==> src/rtl/glzw_pkg.sv <==
// ----------------------------------------------------------------------------
// glzw_pkg
// shared types and constants of the gif lzw pixel decoder
// ----------------------------------------------------------------------------
package glzw_pkg;

    localparam int TABLE_CODES   = 4096;
    localparam int MAX_CODE_BITS = 12;
    localparam int ADDR_W        = 12;
    localparam int DEPTH_W       = 13;

    // configuration register indexes
    localparam logic [7:0] CFG_MIN_CODE_SIZE = 8'd0;
    localparam logic [7:0] CFG_FRAME_WIDTH   = 8'd1;
    localparam logic [7:0] CFG_FRAME_HEIGHT  = 8'd2;
    localparam logic [7:0] CFG_INTERLACED    = 8'd3;

    // result status codes
    typedef enum logic [2:0] {
        ST_PIXEL     = 3'd0,
        ST_NEED_DATA = 3'd1,
        ST_FRAME_END = 3'd2,
        ST_BAD_CODE  = 3'd3,
        ST_TAKEN     = 3'd4,
        ST_REFUSED   = 3'd5
    } res_status_t;

    // datapath commands
    typedef enum logic [3:0] {
        CMD_NONE,
        CMD_OFFER,
        CMD_CHECK,
        CMD_WALK_ADDR,
        CMD_WALK_DATA,
        CMD_ROOT,
        CMD_KWK,
        CMD_TABLE,
        CMD_EMIT
    } cmd_t;

    // outcome of a check step
    typedef enum logic [1:0] {
        CHK_DONE,
        CHK_PIXEL,
        CHK_AGAIN,
        CHK_WALK
    } chk_t;

    typedef struct packed {
        cmd_t cmd;
        logic take;
        logic out_load;
    } ctl_t;

    typedef struct packed {
        chk_t chk;
        logic walk_read;
        logic walk_more;
        logic kwk;
    } dp_stat_t;

    function automatic logic [3:0] pass_first_row(input logic [1:0] pass);
        logic [3:0] r;
        unique case (pass)
            2'd0:    r = 4'd0;
            2'd1:    r = 4'd4;
            2'd2:    r = 4'd2;
            default: r = 4'd1;
        endcase
        return r;
    endfunction

    function automatic logic [3:0] pass_row_step(input logic [1:0] pass);
        logic [3:0] r;
        unique case (pass)
            2'd0:    r = 4'd8;
            2'd1:    r = 4'd8;
            2'd2:    r = 4'd4;
            default: r = 4'd2;
        endcase
        return r;
    endfunction

endpackage

==> src/rtl/glzw_ctrl.sv <==
// ----------------------------------------------------------------------------
// glzw_ctrl
// sequencer that steps the datapath through one item at a time
// ----------------------------------------------------------------------------
module glzw_ctrl
(
    input  logic               clk,
    input  logic               rst_n,
    input  logic               s_tvalid,
    output logic               s_tready,
    input  logic               opcode,
    output logic               m_tvalid,
    input  logic               m_tready,
    output glzw_pkg::ctl_t     ctl,
    input  glzw_pkg::dp_stat_t stat
);
    import glzw_pkg::*;

    typedef enum logic [3:0] {
        S_IDLE,
        S_OFFER,
        S_CHECK,
        S_WALK_ADDR,
        S_WALK_DATA,
        S_ROOT,
        S_KWK,
        S_TABLE,
        S_RD_PIX,
        S_EMIT,
        S_DONE
    } state_t;

    state_t state_reg, state_next;
    logic   m_tvalid_reg, m_tvalid_next;

    assign s_tready = (state_reg == S_IDLE);
    assign m_tvalid = m_tvalid_reg;

    always_comb
    begin
        state_next    = state_reg;
        m_tvalid_next = m_tvalid_reg & ~m_tready;
        ctl.cmd       = CMD_NONE;
        ctl.take      = 1'b0;
        ctl.out_load  = 1'b0;
        unique case (state_reg)
            S_IDLE:
            begin
                if (s_tvalid)
                begin
                    ctl.take   = 1'b1;
                    state_next = opcode ? S_CHECK : S_OFFER;
                end
            end
            S_OFFER:
            begin
                ctl.cmd    = CMD_OFFER;
                state_next = S_DONE;
            end
            S_CHECK:
            begin
                ctl.cmd = CMD_CHECK;
                unique case (stat.chk)
                    CHK_DONE:  state_next = S_DONE;
                    CHK_PIXEL: state_next = S_RD_PIX;
                    CHK_AGAIN: state_next = S_CHECK;
                    default:   state_next = S_WALK_ADDR;
                endcase
            end
            S_WALK_ADDR:
            begin
                ctl.cmd    = CMD_WALK_ADDR;
                state_next = stat.walk_read ? S_WALK_DATA : S_ROOT;
            end
            S_WALK_DATA:
            begin
                ctl.cmd    = CMD_WALK_DATA;
                state_next = stat.walk_more ? S_WALK_ADDR : S_ROOT;
            end
            S_ROOT:
            begin
                ctl.cmd    = CMD_ROOT;
                state_next = stat.kwk ? S_KWK : S_TABLE;
            end
            S_KWK:
            begin
                ctl.cmd    = CMD_KWK;
                state_next = S_TABLE;
            end
            S_TABLE:
            begin
                ctl.cmd    = CMD_TABLE;
                state_next = S_RD_PIX;
            end
            S_RD_PIX:
            begin
                state_next = S_EMIT;
            end
            S_EMIT:
            begin
                ctl.cmd    = CMD_EMIT;
                state_next = S_DONE;
            end
            default:
            begin
                if (!m_tvalid_reg || m_tready)
                begin
                    ctl.out_load  = 1'b1;
                    m_tvalid_next = 1'b1;
                    state_next    = S_IDLE;
                end
            end
        endcase
    end

    always_ff @(posedge clk or negedge rst_n)
    begin
        if (!rst_n)
        begin
            state_reg    <= S_IDLE;
            m_tvalid_reg <= 1'b0;
        end
        else
        begin
            state_reg    <= state_next;
            m_tvalid_reg <= m_tvalid_next;
        end
    end

endmodule

==> config.mk <==
export PLATFORM = sky130hd
export DESIGN_NAME = glzw_ctrl
export DESIGN_NICKNAME = d
export VERILOG_FILES = /design/src/rtl/glzw_pkg.sv /design/src/rtl/glzw_ctrl.sv
export SDC_FILE = /design/constraint.sdc
export NUM_CORES = 1
export LEC_CHECK = 0
export BUFFER_PORTS_ARGS = -buffer_cell sky130_fd_sc_hd__buf_2
export CAP_MARGIN = 10
export CELL_PAD_IN_SITES_DETAIL_PLACEMENT = 0
export CELL_PAD_IN_SITES_GLOBAL_PLACEMENT = 1
export CORE_MARGIN = 5
export CORE_UTILIZATION = 27
export DETAILED_ROUTE_END_ITERATION = 16
export GPL_TIMING_DRIVEN = 0
export PLACE_DENSITY_LB_ADDON = 0.05
export SYNTH_ARGS = -nofsm -noshare
export SYNTH_HDL_FRONTEND = slang
export SYNTH_SLANG_ARGS = --single-unit
==> constraint.sdc <==
create_clock -name clk -period 1.55 [get_ports clk]
set_clock_uncertainty 0.2 [all_clocks]
set_input_delay 0.155 -clock clk [delete_from_list [all_inputs] [get_ports clk]]
set_output_delay 0.155 -clock clk [all_outputs]
set_load 0.01 [all_outputs]
==> impl_metrics.toml, run 1 <==
[timing]
fmax_mhz = 557.2
hold_viol_final = 0
slew_viol_final = 0
max_slew_margin = 0.8405
rsz0062_at_grt = "true"
finalCritPeriodShare = 1.158
fin_crit_ns = 1.795
holdWs_ns = 0.03643
finalSetupViolations = 6
fin_ws_ns = -0.2446
tightest_slew_ns = 0.2356

[detailed_routing]
drt_iter0_drc = 2
wirelength_mm = 1.308
route.detailed.drc = 0
drt_pass1_iterations = 4
ant_nets = 0
vias = 489
vias_per_cell = 4.842
drt-wirelength-per-cell_um = 12.95

[finish]
final_common_cell = "buf_2"
n_fill_cell = 163
finish.instance_area_um2 = 705.7
stdcell_count = 101
synthToLayoutAreaGrowth_pct = 64.91
drive_above_1_share = 0.5059
nets = 96
largest_reg_flops = 4
final_cell_mix = "buf_2 (17), buf_4 (9), nor2b_1 (6)"
antenna_cells = 0

[clock_network]
clk_path_buf_depth = 2
path_clk_slew_ns = 0.05
clock-root-buffer = "clkbuf_4"
clock_latency_ns = 0.24
cts_max_level = 1
cts_sinks = 5
cts_tree = "yes"
cts_buffers = 3

[power_and_ir_drop]
leakagePower_nw = 0.3516
ir_drop_mv = 0.6477
power_density_nw_per_um2 = 1871

[global_route]
track_usage = 0.1115
met3_usage = 0.02410
busiest_layer = "met2"
grt_use_met2 = 0.1547
grt_overflow_total = 0
grt_pass1_vias = 470
antenna_found_initial = 0
grt_use_met1 = 0.1494
grt_pass1_wl_mm = 2.159
grt_start_max_net_pins = 13

[yosys]
synth_cell_type_count = 29
synth.area.top_cells = "dfrtp_1 (29%), nor2b_1 (8.8%), o21ai_0 (5.8%)"
syn_area_per_cell_um2 = 7.780
postSynthCellCount = 55
yosysSeqAreaShare = 0.2924
syn-num-nets = 65
ys_warn_count = 0
synth_top_cell_by_area = "dfrtp_1"
synth_seq_cells = 5
synth_top_area_frac = 0.2924
netlist_area_um2 = 427.9

[die]
start_util = 0.2841
chipHeight_um = 49.81
placementRows = 14
pin_count = 18
fp.dieArea_um2 = 2481
core_region_area_um2 = 1506
fp.dieW_um = 49.81

[place]
pre_cts_slack_ns = -0.1208
place.gp.congestion = 0.7273
dpl_cell_area_um2 = 533.0
place_inst = 88
dp_hpwl_um = 882.8
io_buffers = 17

[hold_path]
whs_path_depth = 3
hp-start = "m_tready"
min_path_type = "primary input to flip-flop"

[run_status]
status = "complete, but fails checks"
violations = "setup timing"

[worst_setup_path]
setup.worst_path.end_class = "primary output"
timing.critical_path.max_delay_family = "simple AND/OR/NAND/NOR gates"
worstPathCellList = "or4_4, inv_2, and2_1, buf_2"
rr_startpoint = "state_reg[1]$_DFFE_PN0P_"
cp-startpoint = "state_reg[1]$_DFFE_PN0P_"
crit_cells = 4
r2r_cells = 5
critPathBufInv = 2
path_class = "flip-flop to primary output"
cp-start-kind = "flip-flop"
crit_slowest_cell = "or4_4"
critical_path_peak_fanout = 2
cp.arrival_ns = 1.44
max_stage_delay_ns = 0.54
crit_required_ns = 1.19

[run]
cap_violations = 0
## kinds of logic after synthesis
logic type	count (synthesis)	synth area share
compound gates	15	0.2310
buf+inv	8	0.09647
mux	1	0.02631
simple gates	25	0.3334
flops	5	0.2924
xor+xnor	1	0.02047
## metrics by stage
| step | setup TNS, ns | utilization | total power [W] |
|---|---|---|---|
| final | -0.7349 | 0.4684 | 0.001320 |
| after global routing | -1.090 | 0.4684 | 0.001445 |
| after CTS | -0.7208 | 0.4095 | 0.001174 |
| after detailed placement | -0.2634 | 0.3538 | 0.0008965 |
| after global placement | -0.2895 | 0.3538 | 0.0009039 |
| after floorplan | -0.1013 | - | 0.0007047 |
## cell usage after synthesis
cell / count
nor2b_1: 6
dfrtp_1: 5
nor2_1: 5
o21ai_0: 5
buf_2: 3
inv_1: 3
and2_1: 2
and3_1: 2
nand2_1: 2
nand2b_1: 2
nor3_1: 2
a21o_1: 1
a21oi_1: 1
a22oi_1: 1
a2bb2oi_1: 1
a31oi_1: 1
and2_0: 1
buf_6: 1
clkbuf_1: 1
mux2_2: 1
nor3b_1: 1
nor4_1: 1
o21a_1: 1
o21ai_2: 1
o22ai_1: 1
o311ai_0: 1
o31ai_1: 1
or4_4: 1
xnor2_1: 1
## final cells by class
cell class	count	area [µm²]	area share
multi-input combinational	42	297.8	0.4220
clock buffer	4	26.28	0.03723
buffer	3	37.54	0.05319
timing repair buffer	28	185.2	0.2624
inverter	3	11.26	0.01596
tap	16	20.02	0.02837
sequential	5	127.6	0.1809
## path summary, 6_finish.rpt
kind	end	slack [ns]
worst max-delay path	ctl[1]	-0.24
max in group asynchronous	state_reg[3]$_DFFE_PN0P_	0.94
worst min-delay path	m_tvalid$_DFF_PN0_	0.04
worst max register to register	state_reg[0]$_DFFE_PN0P_	-0.18
min in group asynchronous	state_reg[0]$_DFFE_PN0P_	0.05
worst min register to register	m_tvalid$_DFF_PN0_	0.39
## worst reg2reg max path: stages, from the launching register on
cell     delay [ns]
dfrtp_1        0.37
or4_4          0.54
buf_4          0.16
o21ai_4        0.13
nor3_1         0.06
a21o_1         0.16
## layer usage
layer | part of all wire | vias up | routed length, µm
li1 | - | 253 | -
met5 | 0 | - | 0
met1 | 0.46 | 220 | 604
met3 | 0.062 | 2 | 81
met4 | 0.016 | 0 | 21
met2 | 0.46 | 14 | 600
## timing repair
item / 4_1_cts / 5_1_grt
hold endpoints to repair: 5 / 0
cloned: 0 / 1
resized for setup: 13 / 10
hold buffers: 1 / 0
pin swaps: 0 / 0
setup endpoints to repair: 9 / 9
setup buffers: 4 / 7
## report_power, final
| group | internal [W] | switching [W] |
|---|---|---|
| logic | 0.000488 | 0.000444 |
| clock network | 0.0000973 | 0.0000531 |
| registers | 0.000194 | 0.0000436 |
| total | 0.000779 | 0.000541 |
No activity file was read; power rests on OpenSTA's default activity.
==> inputs of run 2 (changes only) <==
- PLACE_DENSITY: unset -> 0.78
- PLACE_DENSITY_LB_ADDON: 0.05 -> unset
- REMOVE_ABC_BUFFERS: unset -> 1
==> impl_metrics.toml, run 2 (synthesized netlist as in run 1, its figures left out) <==
[run_status]
status = "complete, but fails checks"
violations = "setup timing"

[timing]
finalCritPeriodShare = 1.180
fin_crit_ns = 1.828
max_slew_margin = 0.8021
fin_ws_ns = -0.2784
slew_viol_final = 0
fmax_mhz = 546.9
finalSetupViolations = 6
tightest_slew_ns = 0.2931
hold_viol_final = 0
rsz0062_at_grt = "true"

[worst_setup_path]
cp-startpoint = "state_reg[1]$_DFFE_PN0P_"
crit_required_ns = 1.19
critical_path_peak_fanout = 2
path_class = "flip-flop to primary output"
setup.worst_path.end_class = "primary output"
cp-start-kind = "flip-flop"
r2r_cells = 5
rr_startpoint = "state_reg[1]$_DFFE_PN0P_"
cp.arrival_ns = 1.47

[finish]
final_cell_mix = "buf_2 (17), buf_4 (9), nor2b_1 (6)"
multiInputGateArea_um2 = 272.8
antenna_cells = 0
n_fill_cell = 166
final_common_cell = "buf_2"
drive_above_1_share = 0.4691
postLayoutCoreUtil = 0.4136
regArea_um2 = 130.1
largest_reg_flops = 4
nets = 92
synthToLayoutAreaGrowth_pct = 45.61
finish.instance_area_um2 = 623.1
stdcell_count = 97

[detailed_routing]
drt_iter0_drc = 14
vias_per_cell = 5.052
route.detailed.drc = 0
ant_nets = 0
wirelength_mm = 1.204
drt-wirelength-per-cell_um = 12.41
drt_pass1_iterations = 4
vias = 490

[clock_network]
cts_max_level = 1
path_clk_slew_ns = 0.04
clk_path_buf_depth = 2
cts_buffers = 3
cts_tree = "yes"
clock_latency_ns = 0.24
cts_sinks = 5
clock-root-buffer = "clkbuf_4"

[global_route]
grt_start_max_net_pins = 16
grt_pass1_wl_mm = 1.911
grt_overflow_total = 0
track_usage = 0.1022
antenna_found_initial = 0
grt_pass1_vias = 406

[place]
place.gp.congestion = 0.6691
place_inst = 83
pre_cts_slack_ns = -0.2722
dpl_cell_area_um2 = 503.0
dp_hpwl_um = 725.3
io_buffers = 17

[hold_path]
whs_path_depth = 3
min_path_type = "primary input to flip-flop"
hp-start = "m_tready"

[power_and_ir_drop]
leakagePower_nw = 0.3094
power_density_nw_per_um2 = 1934
p_total_w = 0.001205
ir_drop_mv = 0.6312

[die]
core_region_area_um2 = 1506
pin_count = 18
fp.dieArea_um2 = 2481
placementRows = 14
chipHeight_um = 49.81
fp.dieW_um = 49.81
start_util = 0.2841

[run]
cap_violations = 0
run 2: cell type report:
cell class | count | share of cell area
multi-input combinational | 42 | 0.4378
sequential | 5 | 0.2088
clock buffer | 4 | 0.04217
timing repair buffer | 27 | 0.2610
tap | 16 | 0.03213
inverter | 3 | 0.01807
run 2: final timing paths:
kind	endpoint	slack (ns)
worst max-delay path	ctl[1]	-0.28
worst min-delay path	m_tvalid$_DFF_PN0_	0.03
worst max register to register	state_reg[0]$_DFFE_PN0P_	-0.21
worst min register to register	state_reg[1]$_DFFE_PN0P_	0.33
max in group asynchronous	state_reg[1]$_DFFE_PN0P_	0.95
min in group asynchronous	state_reg[2]$_DFFE_PN0P_	0.05
run 2: what timing repair did:
action	in CTS	in global routing
hold buffers	1	0
setup endpoints to repair	8	7
setup buffers	4	5
endpoints found under the hold margin	5	0
pin swaps	3	1
gates resized for setup	8	0
run 2: critical path, cell delays in order, from the launching register on:
cell	delay [ns]
dfrtp_2	0.40
or4_4	0.54
inv_2	0.06
and2_1	0.10
buf_2	0.12
run 2: routing by layer:
metal  GRT usage  routed length (µm)  up-vias
met5           0                   0        -
met2      0.1250                 553       22
met1      0.1457                 529      221
li1            -                   -      243
met3     0.03614                  92        4
met4     0.06550                  28        0
run 2: metrics by stage:
stage | setup TNS (ns) | hold WS [ns]
floorplan | -0.3223 | -0.3406
detailed placement | -0.7819 | -0.2247
CTS | -0.8378 | 0.02923
global route | -1.190 | 0.04324
finish | -0.8380 | 0.03139
global placement | -0.7834 | -0.2298
run 2: power by group:
part	switching, W	internal, W
clock	0.0000577	0.0000976
combinational	0.000396	0.000404
sequential	0.0000505	0.000199
==> inputs of run 3 (changes only) <==
- REMOVE_ABC_BUFFERS: 1 -> unset
==> impl_metrics.toml, run 3 (synthesized netlist as in run 1, its figures left out) <==
[finish]
drive_above_1_share = 0.5119
synthToLayoutAreaGrowth_pct = 62.57
largest_reg_flops = 4
final_common_cell = "buf_2"
final_cell_mix = "buf_2 (15), buf_4 (9), nor2b_1 (6)"
nets = 95
antenna_cells = 0

[hold_path]
hp-start = "m_tready"
min_path_type = "primary input to flip-flop"
worstHoldEndpoint = "m_tvalid$_DFF_PN0_"
whs_path_depth = 3

[die]
core_region_area_um2 = 1506
fp.dieW_um = 49.81
pin_count = 18
placementRows = 14
start_util = 0.2841
fp.dieArea_um2 = 2481
chipHeight_um = 49.81

[power_and_ir_drop]
p_total_w = 0.001331
leakagePower_nw = 0.3414
ir_drop_mv = 0.5080
power_density_nw_per_um2 = 1913

[place]
io_buffers = 17
place.gp.congestion = 0.7198
pre_cts_slack_ns = -0.1156
dp_hpwl_um = 844.7

[worst_setup_path]
crit_slowest_cell = "or4_4"
setup.worst_path.end_class = "primary output"
rr_startpoint = "state_reg[0]$_DFFE_PN0P_"
path_class = "flip-flop to primary output"
max_stage_delay_ns = 0.54
r2r_cells = 5
crit_required_ns = 1.19
worstPathCellList = "or4_4, inv_2, and2_4, buf_6"
critPathBufInv = 2
cp-start-kind = "flip-flop"
r2r-end = "state_reg[0]$_DFFE_PN0P_"
timing.critical_path.max_delay_family = "simple AND/OR/NAND/NOR gates"
critical_path_peak_fanout = 2
reg2reg_slack_ns = -0.18
cp.arrival_ns = 1.43

[detailed_routing]
drt_pass1_iterations = 2
route.detailed.drc = 0
drt_iter0_drc = 7
vias_per_cell = 4.790
wirelength_mm = 1.232
vias = 479
drt-wirelength-per-cell_um = 12.32
ant_nets = 0

[clock_network]
cts_max_level = 1
cts_tree = "yes"
clock_latency_ns = 0.24
path_clk_slew_ns = 0.04
cts_sinks = 5
clk_path_buf_depth = 2
clock-root-buffer = "clkbuf_4"
cts_buffers = 3

[run]
cap_violations = 0

[global_route]
grt_overflow_total = 0
track_usage = 0.09846
grt_pass1_wl_mm = 1.987
grt_pass1_vias = 453
grt_start_max_net_pins = 11
antenna_found_initial = 0

[timing]
fin_crit_ns = 1.788
fin_ws_ns = -0.2381
rsz0062_at_grt = "true"
slew_viol_final = 0
finalSetupViolations = 6
fmax_mhz = 559.3
tightest_slew_ns = 0.3197
hold_viol_final = 0
finalCritPeriodShare = 1.154
max_slew_margin = 0.7841

[run_status]
status = "complete, but fails checks"
violations = "setup timing"
==> run 3: cell count changes in the layout (fill, tap and decap cells not counted), sizes merged <==
cell    previous run  this run
clkbuf             4         5
buf               26        28
==> run 3: metrics by stage <==
stage / cells / setup TNS, ns / utilization / hold WS, ns / cell area (µm²)
after global routing: 100 / -1.132 / 0.4618 / 0.05896 / 695.7
final: 100 / -0.7151 / 0.4618 / 0.03514 / 695.7
after floorplan: 55 / -0.1013 / - / -0.3406 / 427.9
after detailed placement: 88 / -0.2301 / 0.3538 / -0.2241 / 533.0
after global placement: 88 / -0.1928 / 0.3538 / -0.2265 / 533.0
after CTS: 95 / -0.7938 / 0.4053 / 0.03862 / 610.6
==> run 3: final cells by class <==
type | instances | area, µm²
Clock buffer | 4 | 26.28
Sequential cell | 5 | 126.4
Timing Repair Buffer | 27 | 178.9
Buffer | 3 | 27.53
Multi-Input combinational cell | 42 | 305.3
Inverter | 3 | 11.26
Tap cell | 16 | 20.02
Fill cell | 159 | 810.8
==> run 3: report_power, final <==
part           switching, W  internal, W  total, W
Sequential        0.0000451     0.000192  0.000237
Clock             0.0000514    0.0000972  0.000149
Combinational      0.000447     0.000498  0.000946
Total              0.000544     0.000787   0.00133
==> run 3: per-layer routing <==
layer | global-route usage | wire, µm | vias to the layer above | share of wire
met4 | 0.03930 | 14 | 0 | 0.011
met2 | 0.1441 | 569 | 14 | 0.46
met3 | 0.02711 | 53 | 2 | 0.043
met1 | 0.1345 | 595 | 216 | 0.48
li1 | - | - | 247 | -
met5 | 0 | 0 | - | 0
==> run 3: tightest hold or removal path, delay by kind of cell <==
kind          cells  cell delay, ns
buf+inv           1            0.08
simple gates      2            0.20
==> run 3: worst max path at each step <==
stage                                   startpoint                  endpoint  slack [ns]  cells past startpoint
after floorplan           state_reg[2]$_DFFE_PN0P_  state_reg[0]$_DFFE_PN0P_       -0.05                      5
after global placement    state_reg[2]$_DFFE_PN0P_  state_reg[0]$_DFFE_PN0P_       -0.12                      5
after detailed placement  state_reg[1]$_DFFE_PN0P_  state_reg[0]$_DFFE_PN0P_       -0.12                      4
after CTS                 state_reg[1]$_DFFE_PN0P_                    ctl[1]       -0.23                      4
after global routing      state_reg[0]$_DFFE_PN0P_                    ctl[1]       -0.30                      4
final                     state_reg[0]$_DFFE_PN0P_                    ctl[1]       -0.24                      4
==> run 3: repair_timing <==
action,4_1_cts,5_1_grt
hold buffers,1,0
pin swaps,5,2
hold endpoints to repair,5,0
gates resized for setup,11,10
buffers inserted,3,6
endpoints found under the setup margin,8,10
